$ cat src/hdl/mae_pkg.sv
// Shared types, constants and codes of the matrix add/multiply engine.
`timescale 1ns / 1ps

package mae_pkg;

  // Default sizes for the top-level parameters
  localparam int MAX_SIDE_DEF  = 8;
  localparam int DATA_BITS_DEF = 16;

  // Fixed field widths
  localparam int IDX_BITS    = 3;   // row / column index of one element
  localparam int DIM_BITS    = 4;   // shape registers
  localparam int VALUE_BITS  = 16;  // Q8.8 element on the input
  localparam int RESULT_BITS = 32;  // Q16.16 result
  localparam int FRAC_SHIFT  = 8;   // Q8.8 sum -> Q16.16

  localparam logic [RESULT_BITS-1:0] SAT_MAX = 32'h7FFF_FFFF;
  localparam logic [RESULT_BITS-1:0] SAT_MIN = 32'h8000_0000;

  // Input item opcodes
  typedef enum logic [1:0] {
    OP_LOAD_A = 2'd0,
    OP_LOAD_B = 2'd1,
    OP_ADD    = 2'd2,
    OP_MUL    = 2'd3
  } op_t;

  // Configuration register indexes
  typedef enum logic [1:0] {
    CFG_ROWS_A = 2'd0,
    CFG_COLS_A = 2'd1,
    CFG_ROWS_B = 2'd2,
    CFG_COLS_B = 2'd3
  } cfg_idx_t;

  // Controller states
  typedef enum logic [2:0] {
    ST_IDLE,
    ST_RUN,
    ST_DRAIN,
    ST_EMIT,
    ST_STATUS
  } state_t;

  // Controller -> datapath
  typedef struct packed {
    logic                load_a;
    logic                load_b;
    logic                issue;
    logic                first;
    logic                last;
    logic                mul;
    logic [IDX_BITS-1:0] r;
    logic [IDX_BITS-1:0] c;
    logic [IDX_BITS-1:0] k;
    logic                out_load;
    logic                out_status;
    logic                out_last;
  } cmd_t;

  // Datapath -> controller
  typedef struct packed {
    logic acc_done;
    logic out_free;
  } dp_stat_t;

endpackage

$ cat src/hdl/mae_ctrl.sv
// Controller: shape registers, conformance check and element/term sequencing.
`timescale 1ns / 1ps

module mae_ctrl #(
  parameter int MAX_SIDE = mae_pkg::MAX_SIDE_DEF
) (
  input  logic                             clk,
  input  logic                             rst,
  input  logic                             cfg_we,
  input  mae_pkg::cfg_idx_t                cfg_idx,
  input  logic [mae_pkg::DIM_BITS-1:0]     cfg_data,
  input  logic                             in_valid,
  output logic                             in_ready,
  input  mae_pkg::op_t                     in_op,
  input  logic [mae_pkg::IDX_BITS-1:0]     in_row,
  input  logic [mae_pkg::IDX_BITS-1:0]     in_col,
  input  mae_pkg::dp_stat_t                stat,
  output mae_pkg::cmd_t                    cmd
);

  localparam logic [mae_pkg::DIM_BITS-1:0] SIDE = mae_pkg::DIM_BITS'(MAX_SIDE);

  mae_pkg::state_t state, state_next;

  logic [mae_pkg::DIM_BITS-1:0] rows_a, cols_a, rows_b, cols_b;
  logic [mae_pkg::DIM_BITS-1:0] kmax, cmax, rmax;
  logic                         mul;
  logic [mae_pkg::IDX_BITS-1:0] r, c, k;

  logic add_ok, mul_ok, run_ok, in_compute, in_load_ok;
  logic k_last, c_last, r_last, elem_final;

  function automatic logic dim_ok(input logic [mae_pkg::DIM_BITS-1:0] d);
    dim_ok = (d != '0) && (d <= SIDE);
  endfunction

  // Shape checks
  assign add_ok = dim_ok(rows_a) && dim_ok(cols_a) && (rows_a == rows_b) &&
                  (cols_a == cols_b);
  assign mul_ok = dim_ok(rows_a) && dim_ok(cols_a) && dim_ok(cols_b) &&
                  (cols_a == rows_b);
  assign run_ok = (in_op == mae_pkg::OP_MUL) ? mul_ok : add_ok;

  assign in_compute = in_valid && (in_op == mae_pkg::OP_ADD || in_op == mae_pkg::OP_MUL);
  assign in_load_ok = ({1'b0, in_row} < SIDE) && ({1'b0, in_col} < SIDE);

  // Loop ends
  assign k_last     = ({1'b0, k} + 4'd1) == kmax;
  assign c_last     = ({1'b0, c} + 4'd1) == cmax;
  assign r_last     = ({1'b0, r} + 4'd1) == rmax;
  assign elem_final = r_last && c_last;

  // Next state
  always_comb begin
    state_next = state;
    unique case (state)
      mae_pkg::ST_IDLE: begin
        if (in_compute) begin
          state_next = run_ok ? mae_pkg::ST_RUN : mae_pkg::ST_STATUS;
        end
      end
      mae_pkg::ST_RUN: begin
        if (k_last) begin
          state_next = mae_pkg::ST_DRAIN;
        end
      end
      mae_pkg::ST_DRAIN: begin
        if (stat.acc_done) begin
          state_next = mae_pkg::ST_EMIT;
        end
      end
      mae_pkg::ST_EMIT: begin
        if (stat.out_free) begin
          state_next = elem_final ? mae_pkg::ST_IDLE : mae_pkg::ST_RUN;
        end
      end
      mae_pkg::ST_STATUS: begin
        if (stat.out_free) begin
          state_next = mae_pkg::ST_IDLE;
        end
      end
      default: state_next = mae_pkg::ST_IDLE;
    endcase
  end

  // Outputs
  always_comb begin
    in_ready       = 1'b0;
    cmd            = '0;
    cmd.mul        = mul;
    cmd.r          = r;
    cmd.c          = c;
    cmd.k          = k;
    unique case (state)
      mae_pkg::ST_IDLE: begin
        in_ready = 1'b1;
        if (in_valid && in_load_ok) begin
          unique case (in_op) inside
            mae_pkg::OP_LOAD_A: cmd.load_a = 1'b1;
            mae_pkg::OP_LOAD_B: cmd.load_b = 1'b1;
            mae_pkg::OP_ADD, mae_pkg::OP_MUL: ;
            default: ;
          endcase
        end
      end
      mae_pkg::ST_RUN: begin
        cmd.issue = 1'b1;
        cmd.first = (k == '0);
        cmd.last  = k_last;
      end
      mae_pkg::ST_DRAIN: ;
      mae_pkg::ST_EMIT: begin
        cmd.out_load = stat.out_free;
        cmd.out_last = elem_final;
      end
      mae_pkg::ST_STATUS: begin
        cmd.out_load   = stat.out_free;
        cmd.out_status = 1'b1;
        cmd.out_last   = 1'b1;
      end
      default: ;
    endcase
  end

  // State register
  always_ff @(posedge clk) begin
    if (rst) begin
      state <= mae_pkg::ST_IDLE;
    end else begin
      state <= state_next;
    end
  end

  // Shape registers
  always_ff @(posedge clk) begin
    if (rst) begin
      rows_a <= '0;
      cols_a <= '0;
      rows_b <= '0;
      cols_b <= '0;
    end else if (cfg_we) begin
      unique case (cfg_idx)
        mae_pkg::CFG_ROWS_A: rows_a <= cfg_data;
        mae_pkg::CFG_COLS_A: cols_a <= cfg_data;
        mae_pkg::CFG_ROWS_B: rows_b <= cfg_data;
        mae_pkg::CFG_COLS_B: cols_b <= cfg_data;
        default: ;
      endcase
    end
  end

  // Run setup and element / term counters
  always_ff @(posedge clk) begin
    if (rst) begin
      mul  <= 1'b0;
      kmax <= '0;
      cmax <= '0;
      rmax <= '0;
      r    <= '0;
      c    <= '0;
      k    <= '0;
    end else begin
      unique case (state)
        mae_pkg::ST_IDLE: begin
          if (in_compute) begin
            mul  <= (in_op == mae_pkg::OP_MUL);
            kmax <= (in_op == mae_pkg::OP_MUL) ? cols_a : 4'd1;
            cmax <= (in_op == mae_pkg::OP_MUL) ? cols_b : cols_a;
            rmax <= rows_a;
            r    <= '0;
            c    <= '0;
            k    <= '0;
          end
        end
        mae_pkg::ST_RUN: begin
          k <= k_last ? '0 : k + 3'd1;
        end
        mae_pkg::ST_EMIT: begin
          if (stat.out_free) begin
            if (c_last) begin
              c <= '0;
              r <= r + 3'd1;
            end else begin
              c <= c + 3'd1;
            end
          end
        end
        default: ;
      endcase
    end
  end

endmodule

$ cat config.mk
export PLATFORM = sky130hd
export DESIGN_NAME = mae_ctrl
export DESIGN_NICKNAME = d
export VERILOG_FILES = /design/src/hdl/mae_pkg.sv /design/src/hdl/mae_ctrl.sv
export SDC_FILE = /design/constraint.sdc
export NUM_CORES = 1
export LEC_CHECK = 0
export BUFFER_PORTS_ARGS = -buffer_cell sky130_fd_sc_hd__buf_4
export CAP_MARGIN = 20
export CORE_ASPECT_RATIO = 0.6
export CORE_MARGIN = 3
export CORE_UTILIZATION = 50
export CTS_CLUSTER_DIAMETER = 40
export DETAILED_ROUTE_END_ITERATION = 6
export PLACE_DENSITY = 0.73
export SLEW_MARGIN = 30
export SYNTH_ARGS = -nofsm -noshare
export SYNTH_HDL_FRONTEND = slang
export SYNTH_SLANG_ARGS = --single-unit
$ cat constraint.sdc
create_clock -name clk -period 3.13 [get_ports clk]
set_input_delay 0.4695 -clock clk [delete_from_list [all_inputs] [get_ports clk]]
set_output_delay 0.4695 -clock clk [all_outputs]
set_load 0.02 [all_outputs]
==> summary.md, run 1 <==
| Metric | Value |
|---|---|
| Largest area contributor in the netlist | dfxtp_1 |
| Post-synthesis register bit count | 41 |
| Placer Congestion | 0.924 |
| Clk pwr share | 0.400 |
| Reg2Reg Setup Slack | 0.84 ns |
| Number of flops mapped to enable cells by yosys | 0 |
| Root buffer cell | clkbuf_8 |
| Top Ports | 39 |
| Slew Limit Fails | 0 |
| Clock latency on the worst-skew pair | 0.29 ns |
| CTS Sinks | 41 |
| LEAKAGE | 1.13 nW |
| Top Usage Layer GRT | met1 |
| # setup viols final | 0 |
| Sw Share | 0.250 |
| Post-CTS sizing | 0 |
| RSZ-0062 raised after global routing | no |
| Final hold viol count | 0 |
| Place WS | 0.841 ns |
| Slew @ Worst Pin | 0.779 ns |
| Vias per inst | 5.57 |
| Worst vdd ir | 0.000352 V |
| Die height | 57.2 um |
| Pre-antenna DRT Iters | 4 |
| Hold path start | cfg_data[3] |
| Register-to-Register Path Depth | 7 |
| Power density over cell area | 442 nW/um^2 |
| CTS Buf Count | 5 |
| Fmax | 0.385 GHz |
| # diodes | 0 |
| Logic gate share of total power | 0.112 |
| Mapped Cells | 262 |
| Min cycle time layout | 2.59 ns |
| Crit Path Class | reg -> out |
| Initial Util | 0.556 |
| Site row count | 17 |
| Area Overhead vs Synth | 17.2% |
| Reg2Reg Launch Point | c[0] |
| Met2 Track Usage GR | 0.288 |
| Crit path max fanout | 6 |
| Routed WL per cell | 14.3 um |
| Synth Cell Area | 2190 um^2 |
| Syn avg cell area | 8.35 um^2 |
| Synth cell types | 44 |
| Most common cell after layout, fill and taps aside | dfxtp_1 |
| Max Cap Violations | 0 |
| Vias in the first global route | 1784 |
| Longest Clk Path Bufs | 2 |
| Type of element capturing the critical path | output pin |
| Grt total ovfl | 0 |
| Final wirelength | 4.94 mm |
| Antenna viol nets, final | 0 |
| WP data arrival | 2.13 ns |
| Sequential area share after synthesis | 0.375 |
| RR Endpoint | r[2] |
| # hold bufs at CTS | 0 |
| Top post-synthesis cells by area | dfxtp_1, mux2i_1, xor2_1 |
| Dpl hpwl | 3.58 mm |
| Final WS setup | 0.535 ns |
| Met3 Resource Use GR | 0.0487 |
| Post-synth top area share | 0.375 |
| CTS tree | done |
| Clk slew on worst S/H paths | 0.08 ns |
| Power Internal | 0.849 mW |
| Net Count, Synth | 286 |
| Met1 usage | 0.309 |
| Setup TNS | 0 ns |
| Reg power frac | 0.488 |
| Worst hold stages | 3 |
| Most frequent cells in the layout | dfxtp_1, nor2_1, buf_4 |
| Post-CTS Setup Bufs | 0 |
| Worst setup startpoint | k[0] |
| Critical Path RT | 2.66 ns |
| Initial DRC count | 116 |
| Largest net degree at the start of global routing | 43 |
| First-pass GRT wire length | 8.63 mm |
| Hold worst-path end | rows_b[3] |
| Net switching power figure | 0.283 mW |
| Part of the cycle the worst path needs | 0.829 |
| Async S/R FF share, synth | 0 |
| Die area | 5230 um^2 |
| Gr usage total | 0.206 |
| Top_reg_cell synth | dfxtp_1 |
| Share of post-route cells with drive strength above 1 | 0.160 |
| Final Core Density | 0.651 |
| Rel. slew slack | 0.479 |
| Worst clock skew | 0.00365 ns |
| Outcome | complete, no violations |
| Drt drc | 0 |
| Port-buffer cells | 32 |
| Antenna violations before repair | 0 |
| Width of the die | 91.4 um |
| Core area | 3940 um^2 |
| Worst min path class | in -> reg |
| Synthesis warning total | 0 |
| Startpoint Class | flop |
| H-tree Lvls | 2 |
| Total number of vias | 1922 |
| Fin nets | 311 |
[power by group through the flow]
stage / registers, mW / logic [mW] / clock network (mW)
finish: 0.552 / 0.127 / 0.453
global route: 0.554 / 0.141 / 0.484
CTS: 0.552 / 0.127 / 0.464
detailed placement: 0.564 / 0.126 / 0
global placement: 0.563 / 0.125 / 0
floorplan: 0.557 / 0.0903 / 0
[routing by layer]
layer,part of all wire,routed length (um)
met5,0,0
met4,0.0047,23
met3,0.098,485
met2,0.41,2000
met1,0.49,2430
[synth_stat cells, drive strengths merged (3+ instances only)]
master,count
dfxtp,41
nor2,41
a22oi,3
o211ai,3
buf,4
xnor2,6
a32oi,3
and3,4
nand2,26
nand3,11
inv,7
xor2,18
mux2i,19
a311oi,4
nor3b,6
o21ai,5
nor3,13
clkbuf,11
ha,4
a21oi,10
[worst max path at each step]
stage	slack, ns	cells after the start	endpoint
after CTS	0.51	6	cmd[13]
after global placement	0.85	6	cmd[13]
after floorplan	0.79	5	cmd[0]
after detailed placement	0.84	6	cmd[13]
final	0.54	6	cmd[13]
after global routing	0.33	6	cmd[0]
[logic make-up (layout without fill, tap and decap cells)]
| group | count (synthesis) | in the layout | share of synthesized area |
|---|---|---|---|
| AND/OR/NAND/NOR | 115 | 115 | 0.251 |
| flip-flops | 41 | 41 | 0.375 |
| AO/OA/AOI/OAI | 37 | 37 | 0.127 |
| XOR/XNOR | 24 | 24 | 0.0961 |
| buffers and inverters | 22 | 48 | 0.0412 |
| multiplexers | 19 | 19 | 0.0870 |
| adder cells (fa/ha/maj) | 4 | 4 | 0.0229 |
[state kept, by name, summed over array words and instances, names as in the netlist]
register  count
k             3
r             3
state         3
rows_b        4
c             3
mul           1
rmax          4
kmax          4
rows_a        4
cols_b        4
cmax          4
cols_a        4
[critical path: stages (launching register included)]
cell      delay, ns
dfxtp_1        0.36
ha_1           0.25
xor2_1         0.16
or3_4          0.34
a221oi_4       0.39
and2_2         0.20
buf_4          0.13
[stage by stage]
stage / hold WS [ns] / cells / instance area, um^2 / power, mW
after detailed placement: 0.461 / 337 / 2440 / 0.690
final: 0.444 / 345 / 2560 / 1.13
after global routing: 0.453 / 345 / 2560 / 1.18
after CTS: 0.442 / 345 / 2560 / 1.14
after global placement: 0.446 / 337 / 2440 / 0.688
after floorplan: 0.437 / 262 / 2190 / 0.647
[cell type report]
cell class | instances | area (um^2)
multi-input combinational | 199 | 1280
sequential | 41 | 821
clock inverter | 2 | 37.5
timing repair buffer | 33 | 248
fill | 333 | 1370
tap | 57 | 71.3
clock buffer | 6 | 82.6
inverter | 7 | 26.3
Note: power is estimated with default switching activity, not from simulation.
==> run 2, diff against run 1 <==
--- a/config.mk
+++ b/config.mk
@@ -5,6 +5,7 @@
 export SDC_FILE = /design/constraint.sdc
 export NUM_CORES = 1
 export LEC_CHECK = 0
+export ABC_AREA = 1
 export BUFFER_PORTS_ARGS = -buffer_cell sky130_fd_sc_hd__buf_4
 export CAP_MARGIN = 20
 export CORE_ASPECT_RATIO = 0.6
@@ -12,7 +13,7 @@
 export CORE_UTILIZATION = 50
 export CTS_CLUSTER_DIAMETER = 40
 export DETAILED_ROUTE_END_ITERATION = 6
-export PLACE_DENSITY = 0.73
+export PLACE_DENSITY = 0.75
 export SLEW_MARGIN = 30
 export SYNTH_ARGS = -nofsm -noshare
 export SYNTH_HDL_FRONTEND = slang
==> constraint.sdc (replaced) <==
create_clock -name clk -period 2.15 [get_ports clk]
set_input_delay 0.3225 -clock clk [delete_from_list [all_inputs] [get_ports clk]]
set_output_delay 0.3225 -clock clk [all_outputs]
set_load 0.02 [all_outputs]
==> run 2 against run 1 <==
Compared with the run above: clock power is 8.8% higher; sequential power is 50% higher; clock skew is 0.0034 ns higher; global-route usage is 2.5 points higher; via count is 20% higher; critical endpoint unchanged.
==> summary.md, run 2 <==
| Metric | Value |
|---|---|
| Number of flops mapped to enable cells by yosys | 0 |
| Power density over cell area | 593 nW/um^2 |
| Part of the cycle the worst path needs | 0.964 |
| Vias per inst | 5.24 |
| Final hold viol count | 0 |
| WP data arrival | 1.75 ns |
| RSZ-0062 raised after global routing | yes |
| Type of element capturing the critical path | output pin |
| Crit path max fanout | 4 |
| Top post-synthesis cells by count | nand2_1, inv_1, dfxtp_1 |
| Clk slew on worst S/H paths | 0.08 ns |
| # hold bufs at CTS | 0 |
| Fin area | 2770 um^2 |
| Async S/R FF share, synth | 0 |
| Drt drc | 0 |
| Net Count, Synth | 365 |
| Dpl hpwl | 4.45 mm |
| Placer Congestion | 0.853 |
| Worst min path class | in -> reg |
| CTS Sinks | 41 |
| Most frequent cells in the layout | nand2_1, inv_1, buf_4 |
| Initial Util | 0.536 |
| Mapped Cells | 341 |
| Setup TNS | 0 ns |
| Rel. slew slack | 0.686 |
| H-tree Lvls | 2 |
| Post-synthesis register bit count | 41 |
| Worst clock skew | 0.00707 ns |
| Gr usage total | 0.230 |
| Critical Path RT | 1.83 ns |
| Final Core Density | 0.651 |
| Final wirelength | 5.92 mm |
| Worst vdd ir | 0.000458 V |
| Top_reg_cell synth | dfxtp_1 |
| Count leader, synth | nand2_1 |
| Crit Path Class | reg -> out |
| Non-filler cells, final | 441 |
| First-pass GRT wire length | 9.81 mm |
| Slew @ Worst Pin | 0.468 ns |
| Largest net degree at the start of global routing | 22 |
| Initial DRC count | 208 |
| Startpoint Class | flop |
| Pre-antenna DRT Iters | 5 |
| # diodes | 0 |
| Site row count | 18 |
| Root buffer cell | clkbuf_8 |
| Area Overhead vs Synth | 21.3% |
| LEAKAGE | 1.18 nW |
| Core area | 4260 um^2 |
| Grt total ovfl | 0 |
| Die height | 58.3 um |
| Placed cell areas | 2590 um^2 |
| # setup viols final | 0 |
| Top post-synthesis cells by area | dfxtp_1, nand2_1, inv_1 |
| Slew Limit Fails | 0 |
| Cells after DPL | 431 |
| Vias in the first global route | 2013 |
| Port-buffer cells | 32 |
| Outcome | complete, no violations |
| Antenna viol nets, final | 0 |
| Longest Clk Path Bufs | 2 |
| Min cycle time layout | 2.07 ns |
| Sequential area share after synthesis | 0.359 |
| Total number of vias | 2309 |
| Top Ports | 39 |
| Fin nets | 404 |
| Antenna violations before repair | 0 |
| Filler Cells Inserted | 372 |
| Synth cell types | 28 |
| Width of the die | 93.2 um |
| Synthesis warning total | 0 |
| Syn avg cell area | 6.70 um^2 |
| Clock latency on the worst-skew pair | 0.30 ns |
| Share of post-route cells with drive strength above 1 | 0.194 |
| CTS Buf Count | 5 |
| Die area | 5440 um^2 |
| Most common cell after layout, fill and taps aside | nand2_1 |
| Largest area contributor in the netlist | dfxtp_1 |
| Synth Cell Area | 2280 um^2 |
| CTS tree | done |
| Max Cap Violations | 0 |
| Fmax | 0.482 GHz |
| Post-synth top area share | 0.359 |
| Routed WL per cell | 13.4 um |
-- run 2: cell count changes in the layout (fill, tap and decap cells not counted), sizes merged, moves of 14 or more --
cell / previous run / this run
nand2: 26 / 90
inv: 7 / 51
o21ai: 5 / 33
a21oi: 10 / 33
mux2i: 19 / 0
nor2: 41 / 27
-- run 2: layout make-up --
class                           count  area, um^2  area share
Clock buffer                        8        80.1      0.0289
Inverter                           51         191      0.0691
Multi-Input combinational cell    243        1300       0.469
Sequential cell                    41         836       0.302
Tap cell                           60        75.1      0.0271
Timing Repair Buffer               38         289       0.104
-- run 2: path summary, 6_finish.rpt --
check | startpoint | end | slack (ns) | depth (start not counted)
setup / recovery | k[0] | cmd[13] | 0.08 | 8
setup reg to reg | k[0] | state[0] | 0.30 | 12
hold reg to reg | kmax[2] | kmax[2] | 0.48 | 2
hold / removal | in_op[0] | kmax[0] | 0.25 | 2
-- run 2: where the power goes --
part           switching (mW)  total [mW]  internal (mW)  leakage (nW)
sequential             0.0373       0.830          0.793         0.338
clock                   0.262       0.493          0.231        0.0395
combinational           0.196       0.318          0.123         0.802
-- run 2: metrics by stage --
stage                     setup slack [ns]  hold slack [ns]  total power, mW
final                               0.0769            0.253             1.64
after global routing               -0.0104            0.278             1.72
after CTS                           0.0207            0.249             1.63
after detailed placement             0.251            0.464             1.15
after global placement               0.320            0.459             1.14
after floorplan                      0.106            0.392             1.05
-- run 2: worst max-delay path, cell delays in order (launching register included) --
cell	delay, ns
dfxtp_2	0.32
buf_4	0.14
ha_1	0.20
xor2_1	0.22
nor2_1	0.08
nor2_2	0.10
nand3_2	0.13
nor2_1	0.12
buf_4	0.15
-- run 2: timing repair --
item,in CTS,in global routing
endpoints found under the setup margin,2,2
pin swaps,0,8
setup buffers,0,2
gates resized for setup,3,18
-- run 2: cells by family (layout without fill, tap and decap cells) --
kind of cell | Yosys count | in the layout | synth area share
and+or+nand+nor | 152 | 152 | 0.294
adders and majority gates | 4 | 4 | 0.0219
AOI/OAI and AO/OA | 74 | 74 | 0.176
buffers and inverters | 57 | 97 | 0.0986
xor gates and xnor gates | 13 | 13 | 0.0499
DFF | 41 | 41 | 0.359
-- run 2: per-layer routing --
| metal | global-route usage | routed length (um) | up-vias |
|---|---|---|---|
| li1 | - | - | 1183 |
| met1 | 0.370 | 3110 | 1052 |
| met2 | 0.297 | 2360 | 69 |
| met3 | 0.0498 | 395 | 5 |
| met4 | 0.0731 | 45 | 0 |
| met5 | 0 | 0 | - |
==> run 3, diff against run 2 <==
--- a/config.mk
+++ b/config.mk
@@ -5,9 +5,7 @@
 export SDC_FILE = /design/constraint.sdc
 export NUM_CORES = 1
 export LEC_CHECK = 0
-export ABC_AREA = 1
 export BUFFER_PORTS_ARGS = -buffer_cell sky130_fd_sc_hd__buf_4
-export CAP_MARGIN = 20
 export CORE_ASPECT_RATIO = 0.6
 export CORE_MARGIN = 3
 export CORE_UTILIZATION = 50
==> run 3 against run 2 <==
Compared with the run above: the run now ends with setup timing left; largest power group unchanged; flip-flop and latch count did not move; first-iteration DRC count fell by 23%; global-route usage fell by 1.3 points; worst hold slack improved by 0.047 ns; final cell count fell by 17%; total power fell by 1.2%; routed wire length fell by 6.5%; utilization rose by 5.7 points; cell area rose by 0.59%; non-clock buffer count rose by 15; via count fell by 12%; clock power rose by 23%.
==> summary.md, run 3 (synthesized netlist as in run 1, its figures left out) <==
| Metric | Value |
|---|---|
| Failing checks | setup timing |
| Met3 Resource Use GR | 0.0580 |
| Site row count | 17 |
| Grt total ovfl | 0 |
| Antenna viol nets, final | 0 |
| H-tree Lvls | 2 |
| Min cycle time layout | 2.22 ns |
| Root buffer cell | clkbuf_8 |
| Largest net degree at the start of global routing | 43 |
| Vias per inst | 5.60 |
| Initial Util | 0.556 |
| Initial DRC count | 160 |
| CTS Buf Count | 5 |
| # diodes | 0 |
| Final wirelength | 5.53 mm |
| Met2 Track Usage GR | 0.298 |
| Longest Clk Path Bufs | 2 |
| Most common cell after layout, fill and taps aside | buf_4 |
| Total chip power | 1.62 mW |
| Clock latency on the worst-skew pair | 0.29 ns |
| Dpl hpwl | 3.89 mm |
| Slew @ Worst Pin | 0.485 ns |
| Routed WL per cell | 15.2 um |
| Worst vdd ir | 0.000312 V |
| Worst min path class | in -> reg |
| WP data arrival | 1.90 ns |
| Crit path max fanout | 2 |
| Worst clock skew | 0.00380 ns |
| RSZ-0062 raised after global routing | yes |
| Filler Cells Inserted | 319 |
| Fin nets | 331 |
| Power density over cell area | 582 nW/um^2 |
| Die area | 5230 um^2 |
| CTS Sinks | 41 |
| Core area | 3940 um^2 |
| Slew Limit Fails | 0 |
| CTS tree | done |
| Crit Path Class | reg -> out |
| Final WS setup | -0.0743 ns |
| Max Cap Violations | 0 |
| # setup viols final | 2 |
| Type of element capturing the critical path | output pin |
| Pre-antenna DRT Iters | 5 |
| Hold_ws | 0.299 ns |
| Outcome | finished, violations left |
| Port-buffer cells | 32 |
| # hold bufs at CTS | 0 |
| LEAKAGE | 1.22 nW |
| Total number of vias | 2039 |
| Die height | 57.2 um |
| Clk slew on worst S/H paths | 0.08 ns |
| Vias in the first global route | 1888 |
| Startpoint Class | flop |
| Gr usage total | 0.218 |
| Placer Congestion | 0.875 |
| Width of the die | 91.4 um |
| Area Overhead vs Synth | 27.4% |
| Critical Path RT | 1.83 ns |
| Most frequent cells in the layout | buf_4, nor2_1, dfxtp_1 |
| Fmax | 0.450 GHz |
| Drt drc | 0 |
| Rel. slew slack | 0.676 |
| Top Ports | 39 |
| First-pass GRT wire length | 8.98 mm |
| Antenna violations before repair | 0 |
| Met1 usage | 0.326 |
| Final hold viol count | 0 |
| Part of the cycle the worst path needs | 1.03 |
| Top Usage Layer GRT | met1 |
| Share of post-route cells with drive strength above 1 | 0.254 |
==> run 3: power by group <==
group | total [mW] | switching, mW | internal, mW
clock network | 0.606 | 0.268 | 0.338
registers | 0.800 | 0.0223 | 0.778
logic | 0.217 | 0.117 | 0.0999
==> run 3: final timing paths <==
check / slack [ns] / from / cells past startpoint / end
setup / recovery: -0.07 / k[0] / 6 / cmd[13]
hold / removal: 0.30 / cfg_data[3] / 3 / rows_b[3]
setup reg to reg: -0.07 / k[0] / 8 / state[0]
hold reg to reg: 0.46 / mul / 2 / mul
==> run 3: repair_timing <==
item | 4_1_cts | 5_1_grt
pin swaps | 5 | 7
gates resized for setup | 7 | 14
setup buffers | 3 | 2
endpoints found under the setup margin | 3 | 6
gates cloned | 0 | 0
==> run 3: area by class of cell <==
| class | instances | area [um^2] | area share |
|---|---|---|---|
| timing repair buffer | 53 | 409 | 0.147 |
| clock buffer | 5 | 68.8 | 0.0247 |
| clock inverter | 2 | 35.0 | 0.0126 |
| inverter | 7 | 26.3 | 0.00943 |
| tap | 57 | 71.3 | 0.0256 |
| multi-input combinational | 199 | 1340 | 0.482 |
| sequential | 41 | 832 | 0.299 |
==> run 3: critical path: stages (launching register included) <==
cell and delay [ns]:
dfxtp_2 0.34, ha_4 0.17, xor2_2 0.15, or3_4 0.34, a221oi_4 0.31, and2_4 0.19, buf_6 0.10
==> run 3: metrics by stage <==
step	worst slack (ns)	instance area, um^2	util	cells	setup TNS [ns]
4_1_cts	-0.0660	2710	0.689	362	-0.0762
3_5_place_dp	0.0222	2560	0.651	352	0
6_report	-0.0743	2790	0.708	364	-0.140
2_1_floorplan	0.00372	2190	-	262	0
3_3_place_gp	0.0623	2560	0.651	352	0
5_1_grt	-0.151	2790	0.708	364	-0.326
==> run 3: routing by layer <==
| layer | vias up | routed length, um |
|---|---|---|
| li1 | 1006 | - |
| met1 | 934 | 2730 |
| met2 | 86 | 2290 |
| met3 | 13 | 442 |
| met4 | 0 | 70 |
| met5 | - | 0 |
